===== src/hw/rtl/uvst_pkg.sv =====
// ----------------------------------------------------------------------------
// uvst_pkg
// shared types, register indexes and vertex order tables of the sphere
// cell tessellator
// ----------------------------------------------------------------------------
package uvst_pkg;

    // configuration register indexes
    localparam logic [0:0] REG_RADIUS     = 1'b0;
    localparam logic [0:0] REG_RESOLUTION = 1'b1;

    localparam logic [15:0] RADIUS_RESET     = 16'd256;
    localparam logic [8:0]  RESOLUTION_RESET = 9'd16;

    // width of a corner longitude index (segment plus one)
    localparam int unsigned JW = 9;
    // width of a corner latitude index (ring plus one)
    localparam int unsigned IW = 7;

    // one row of the trig table: quadrant-0 sin and cos in q1.30 plus
    // rounded texture offsets for the same (quarter, offset) pair
    typedef struct packed {
        logic [30:0] sv;
        logic [30:0] cv;
        logic [13:0] uoff;
        logic [14:0] voff;
        logic [13:0] aoff;
    } t_trig_word;

    // corner select for one vertex of a cell
    typedef struct packed {
        logic jsel;
        logic isel;
        logic mir;
        logic apex;
    } t_vsel;

    // per vertex flags that travel down the pipeline
    typedef struct packed {
        logic mir;
        logic apex;
        logic last;
        logic bad;
    } t_vflags;

    // ordinary band: a b c c d a, then mirrored d c b b a d
    function automatic t_vsel band_vsel(input logic [3:0] idx);
        t_vsel v;
        unique case (idx)
            4'd0:    v = '{jsel: 1'b0, isel: 1'b0, mir: 1'b0, apex: 1'b0};
            4'd1:    v = '{jsel: 1'b1, isel: 1'b0, mir: 1'b0, apex: 1'b0};
            4'd2:    v = '{jsel: 1'b1, isel: 1'b1, mir: 1'b0, apex: 1'b0};
            4'd3:    v = '{jsel: 1'b1, isel: 1'b1, mir: 1'b0, apex: 1'b0};
            4'd4:    v = '{jsel: 1'b0, isel: 1'b1, mir: 1'b0, apex: 1'b0};
            4'd5:    v = '{jsel: 1'b0, isel: 1'b0, mir: 1'b0, apex: 1'b0};
            4'd6:    v = '{jsel: 1'b0, isel: 1'b1, mir: 1'b1, apex: 1'b0};
            4'd7:    v = '{jsel: 1'b1, isel: 1'b1, mir: 1'b1, apex: 1'b0};
            4'd8:    v = '{jsel: 1'b1, isel: 1'b0, mir: 1'b1, apex: 1'b0};
            4'd9:    v = '{jsel: 1'b1, isel: 1'b0, mir: 1'b1, apex: 1'b0};
            4'd10:   v = '{jsel: 1'b0, isel: 1'b0, mir: 1'b1, apex: 1'b0};
            default: v = '{jsel: 1'b0, isel: 1'b1, mir: 1'b1, apex: 1'b0};
        endcase
        return v;
    endfunction

    // top ring: a b apex, then mirrored a apex b
    function automatic t_vsel top_vsel(input logic [3:0] idx);
        t_vsel v;
        unique case (idx)
            4'd0:    v = '{jsel: 1'b0, isel: 1'b0, mir: 1'b0, apex: 1'b0};
            4'd1:    v = '{jsel: 1'b1, isel: 1'b0, mir: 1'b0, apex: 1'b0};
            4'd2:    v = '{jsel: 1'b0, isel: 1'b0, mir: 1'b0, apex: 1'b1};
            4'd3:    v = '{jsel: 1'b0, isel: 1'b0, mir: 1'b1, apex: 1'b0};
            4'd4:    v = '{jsel: 1'b0, isel: 1'b0, mir: 1'b1, apex: 1'b1};
            default: v = '{jsel: 1'b1, isel: 1'b0, mir: 1'b1, apex: 1'b0};
        endcase
        return v;
    endfunction

endpackage


===== src/hw/rtl/uvst_expander.sv =====
// ----------------------------------------------------------------------------
// uvst_expander
// takes one cell per command and issues its vertex requests, one per cycle
// ----------------------------------------------------------------------------
module uvst_expander #(
    parameter int unsigned QW = 7
) (
    input  logic                        i_clk,
    input  logic                        i_rst_n,
    input  logic                        start,
    output logic                        busy,
    input  logic [5:0]                  i_ring,
    input  logic [7:0]                  i_segment,
    input  logic [QW-1:0]               i_qn,
    output logic                        o_req_valid,
    output logic [uvst_pkg::JW-1:0]     o_req_jj,
    output logic [uvst_pkg::IW-1:0]     o_req_ii,
    output uvst_pkg::t_vflags           o_req_flags
);
    import uvst_pkg::*;

    localparam logic [1:0] KIND_BAD  = 2'd0;
    localparam logic [1:0] KIND_TOP  = 2'd1;
    localparam logic [1:0] KIND_BAND = 2'd2;

    localparam logic [3:0] LAST_BAD  = 4'd0;
    localparam logic [3:0] LAST_TOP  = 4'd5;
    localparam logic [3:0] LAST_BAND = 4'd11;

    logic        r_active;
    logic [3:0]  r_idx;
    logic [1:0]  r_kind;
    logic [5:0]  r_ring;
    logic [7:0]  r_seg;

    logic        w_accept;
    logic        w_final;
    logic [3:0]  w_last_idx;
    logic [1:0]  w_kind;
    t_vsel       w_vsel;

    always_comb begin
        unique case (r_kind)
            KIND_BAD:  w_last_idx = LAST_BAD;
            KIND_TOP:  w_last_idx = LAST_TOP;
            default:   w_last_idx = LAST_BAND;
        endcase
    end

    assign w_final  = (r_idx == w_last_idx);
    assign busy     = r_active && !w_final;
    assign w_accept = start && !busy;

    // classify the incoming cell
    always_comb begin
        priority if ((16'(i_ring) >= 16'(i_qn)) ||
                     (16'(i_segment) >= (16'(i_qn) << 2)))
            w_kind = KIND_BAD;
        else if ((16'(i_ring) + 16'd1) == 16'(i_qn))
            w_kind = KIND_TOP;
        else
            w_kind = KIND_BAND;
    end

    always_ff @(posedge i_clk) begin
        if (!i_rst_n) begin
            r_active <= 1'b0;
            r_idx    <= '0;
            r_kind   <= KIND_BAD;
        end else if (w_accept) begin
            r_active <= 1'b1;
            r_idx    <= '0;
            r_kind   <= w_kind;
        end else if (r_active) begin
            if (w_final) begin
                r_active <= 1'b0;
            end else begin
                r_idx <= r_idx + 4'd1;
            end
        end
    end

    always_ff @(posedge i_clk) begin
        if (w_accept) begin
            r_ring <= i_ring;
            r_seg  <= i_segment;
        end
    end

    always_comb begin
        unique case (r_kind)
            KIND_BAD:  w_vsel = '0;
            KIND_TOP:  w_vsel = top_vsel(r_idx);
            default:   w_vsel = band_vsel(r_idx);
        endcase
    end

    assign o_req_valid      = r_active;
    assign o_req_jj         = JW'(r_seg) + JW'(w_vsel.jsel);
    assign o_req_ii         = IW'(r_ring) + IW'(w_vsel.isel);
    assign o_req_flags.mir  = w_vsel.mir;
    assign o_req_flags.apex = w_vsel.apex;
    assign o_req_flags.last = w_final;
    assign o_req_flags.bad  = (r_kind == KIND_BAD);

endmodule


===== config.mk =====
export PLATFORM = sky130hd
export DESIGN_NAME = uvst_expander
export DESIGN_NICKNAME = d
export VERILOG_FILES = /design/src/hw/rtl/uvst_pkg.sv /design/src/hw/rtl/uvst_expander.sv
export SDC_FILE = /design/constraint.sdc
export NUM_CORES = 1
export LEC_CHECK = 0
export CAP_MARGIN = 20
export CORE_MARGIN = 2
export CORE_UTILIZATION = 48
export DETAILED_ROUTE_END_ITERATION = 10
export DONT_BUFFER_PORTS = 1
export PLACE_DENSITY_LB_ADDON = 0.2
export SLEW_MARGIN = 30
export SYNTH_ARGS = -nofsm -noshare
export SYNTH_HDL_FRONTEND = slang
export SYNTH_SLANG_ARGS = --single-unit

===== constraint.sdc =====
create_clock -name i_clk -period 2.87 [get_ports i_clk]
set_input_delay 0.1435 -clock i_clk [delete_from_list [all_inputs] [get_ports i_clk]]
set_output_delay 0.1435 -clock i_clk [all_outputs]
set_load 0.02 [all_outputs]

==> impl_metrics.env <==
export IMPL_outcome="finished clean"
export IMPL_synthCells=196
export IMPL_clk_pin_slew_ns=0.09
export IMPL_root_buffer="clkbuf_8"
export IMPL_die_w_um=67.0
export IMPL_netlist_top_cells_area="edfxtp_1, ha_1, dfxtp_1, xnor2_1, inv_1"
export IMPL_fin_util_pct=59.4
export IMPL_whs_ns=0.0589
export IMPL_crit_arrival_ns=2.50
export IMPL_intPower_mw=0.604
export IMPL_p_sw_share_pct=27.1
export IMPL_grt_pass1_vias=1644
export IMPL_yosysTopAreaCell="edfxtp_1"
export IMPL_peakVddDrop_mv=0.179
export IMPL_crit_buf_inv=2
export IMPL_clock_skew_ns=0.00165
export IMPL_power_mw=0.828
export IMPL_clkLatencyLatePin_ns=0.27
export IMPL_cts_sinks=24
export IMPL_p_leak_nw=0.906
export IMPL_grt_setup_unrepaired="no"
export IMPL_seq_power_share_pct=48.3
export IMPL_globalRouteTotalUtil_pct=21.9
export IMPL_slowest_delay_ns=0.39
export IMPL_critPathLaunchType="register"
export IMPL_area_growth_pct=16.7
export IMPL_synth_cell_type_count=49
export IMPL_drtIter0Drc=109
export IMPL_max_cap_viol_count=0
export IMPL_p_comb_share_pct=19.3
export IMPL_grt_max_degree=15
export IMPL_end_kind="output port"
export IMPL_path_cells="inv_2, ha_2, nor2_1, nor2_1, o21ai_0, nand2_1, o21ai_2, ha_2, and3_1, nand3_1, or2_2, xnor2_1, buf_4"
export IMPL_post_cts_setup_buffers=0
export IMPL_hp_class="input pin to register"
export IMPL_power_density_nw_per_um2=372
export IMPL_num_fill_cells=336
export IMPL_vias=1605
export IMPL_cts_max_path_buffers=2
export IMPL_p_sw_mw=0.224
export IMPL_tightest_slew_ns=0.657
export IMPL_grt_pass1_wl_mm=7.44
export IMPL_vias_per_cell=6.01
export IMPL_period_minus_slack_ns=2.64
export IMPL_gp_routability_congestion=0.936
export IMPL_synth_enable_flop_cells=14
export IMPL_fmax_mhz=379
export IMPL_io_buffers=0
export IMPL_crit_family="simple AND/OR/NAND/NOR gates"
export IMPL_fin_nets=265
export IMPL_hold_viol=0
export IMPL_route_detailed_drc=0
export IMPL_drt_antenna_violating_nets=0
export IMPL_worstSetupPathType="register to output port"
export IMPL_yosysSeqAreaShare_pct=32.6
export IMPL_p_clk_share_pct=32.4
export IMPL_cts_buffers_inserted=3
export IMPL_ys_flop_type="edfxtp_1"
export IMPL_n_antenna_cell=0
export IMPL_syn_area_um2=1910
export IMPL_slowest_stage="dfxtp_4"
export IMPL_wire_per_inst_um=17.3
export IMPL_syn_num_nets=241
export IMPL_tns_ns=0
export IMPL_routed_wl_mm=4.61
export IMPL_grt_overflow=0
export IMPL_start_util_pct=50.9
export IMPL_rows=22
export IMPL_cts_tree="yes"
export IMPL_ys_warn_count=0
export IMPL_yosys_area_top_type_share_pct=22.1
export IMPL_cts_htree_levels=1
export IMPL_die_area_um2=4490
export IMPL_critPathMaxFanout=6
export IMPL_ys_ff_latch=24
export IMPL_dp_hpwl_mm=3.54
export IMPL_grt_antenna_before_repair=0
export IMPL_drt_first_pass_iters=4
export IMPL_slew_viol_final=0
export IMPL_slew_headroom_pct=55.7
export IMPL_critPathRequiredTime_ns=2.73
export IMPL_syn_area_per_cell_um2=9.72
export IMPL_ios=46
export IMPL_setup_viol=0
export IMPL_ys_async_sr_fraction_pct=0
export IMPL_drive_gt1_share_pct=14.6
export IMPL_fin_crit_sh_pct=91.9
export IMPL_die_y_um=67.0
export IMPL_core_um2=3740
[cell usage after synthesis, types with 3 or more instances]
cell / n
and3_1: 3
nand4_1: 3
nand2_1: 12
o21ai_1: 3
o221ai_1: 3
nor2_1: 13
nand4b_1: 4
edfxtp_1: 14
xnor2_1: 10
inv_1: 17
ha_1: 21
o21ai_0: 6
a21oi_1: 8
xor2_1: 7
dfxtp_1: 10
nand3_1: 12
o21a_1: 3
nand2b_1: 4
[routing by layer]
metal  GRT usage [%]  share of wire, %
met5               0                 0
met4            7.40               1.4
met3            3.55               6.0
met2            43.2                54
met1            22.7                38
[final timing paths]
path / endpoint / depth (start not counted) / slack (ns) / from
worst min-delay path: r_idx[3] / 2 / 0.06 / i_rst_n
worst max-delay path: o_req_jj[7] / 13 / 0.23 / r_idx[0]
worst max register to register: o_req_valid / 6 / 0.70 / r_kind[1]
worst min register to register: r_kind[1] / 2 / 0.70 / r_kind[1]
[power by group through the flow]
stage | registers (mW) | clock network, mW | logic (mW)
after floorplan | 0.400 | 0 | 0.123
after global placement | 0.408 | 0 | 0.136
after detailed placement | 0.409 | 0 | 0.141
after CTS | 0.401 | 0.270 | 0.159
after global routing | 0.403 | 0.284 | 0.178
final | 0.400 | 0.268 | 0.159
[cell type report]
cell class	instances	area (µm²)	area share, %
multi-input combinational	150	1190	53.5
inverter	17	63.8	2.87
timing repair buffer	24	220	9.90
clock buffer	4	66.3	2.98
sequential	24	624	28.1
tap	48	60.1	2.70
[kinds of logic (layout without fill, tap and decap cells)]
logic type | count (synthesis) | count (layout) | synth area share (%)
compound gates | 46 | 46 | 19.4
xor+xnor | 17 | 17 | 7.81
mux | 1 | 1 | 0.525
fa+ha+maj | 21 | 21 | 13.8
flops | 24 | 24 | 32.6
simple gates | 65 | 65 | 20.4
buf+inv | 22 | 45 | 5.45
[timing repair]
item                                    4_1_cts  5_1_grt
hold endpoints to repair                     15        0
endpoints found under the setup margin        1        3
pin swaps                                     0        1
resized for setup                             1        6
hold buffers                                 16        0
[worst register-to-register path: stages, from the launching register on]
cell and delay (ns):
dfxtp_1 0.67, nand3b_4 0.15, o21a_4 0.26, nand2_1 0.10, inv_1 0.15, o21a_1 0.21, dlygate4sd3_1 0.54
[stage by stage]
step           setup slack [ns]  area, µm²  instances
2_1_floorplan             0.323       1910        196
3_3_place_gp              0.345       1990        247
3_5_place_dp              0.289       1990        247
4_1_cts                  0.0636       2210        267
5_1_grt                  0.0130       2220        267
6_report                  0.231       2220        267
[cells in the final DEF (no fill, tap or decap), types with 9 or more instances in the layout]
master / instances
dfxtp_1: 9
dlygate4sd3_1: 16
edfxtp_1: 14
ha_1: 19
inv_1: 16
nand2_1: 12
nand3_1: 12
nor2_1: 13
xnor2_1: 10
Note: power is estimated with default switching activity, not from simulation.
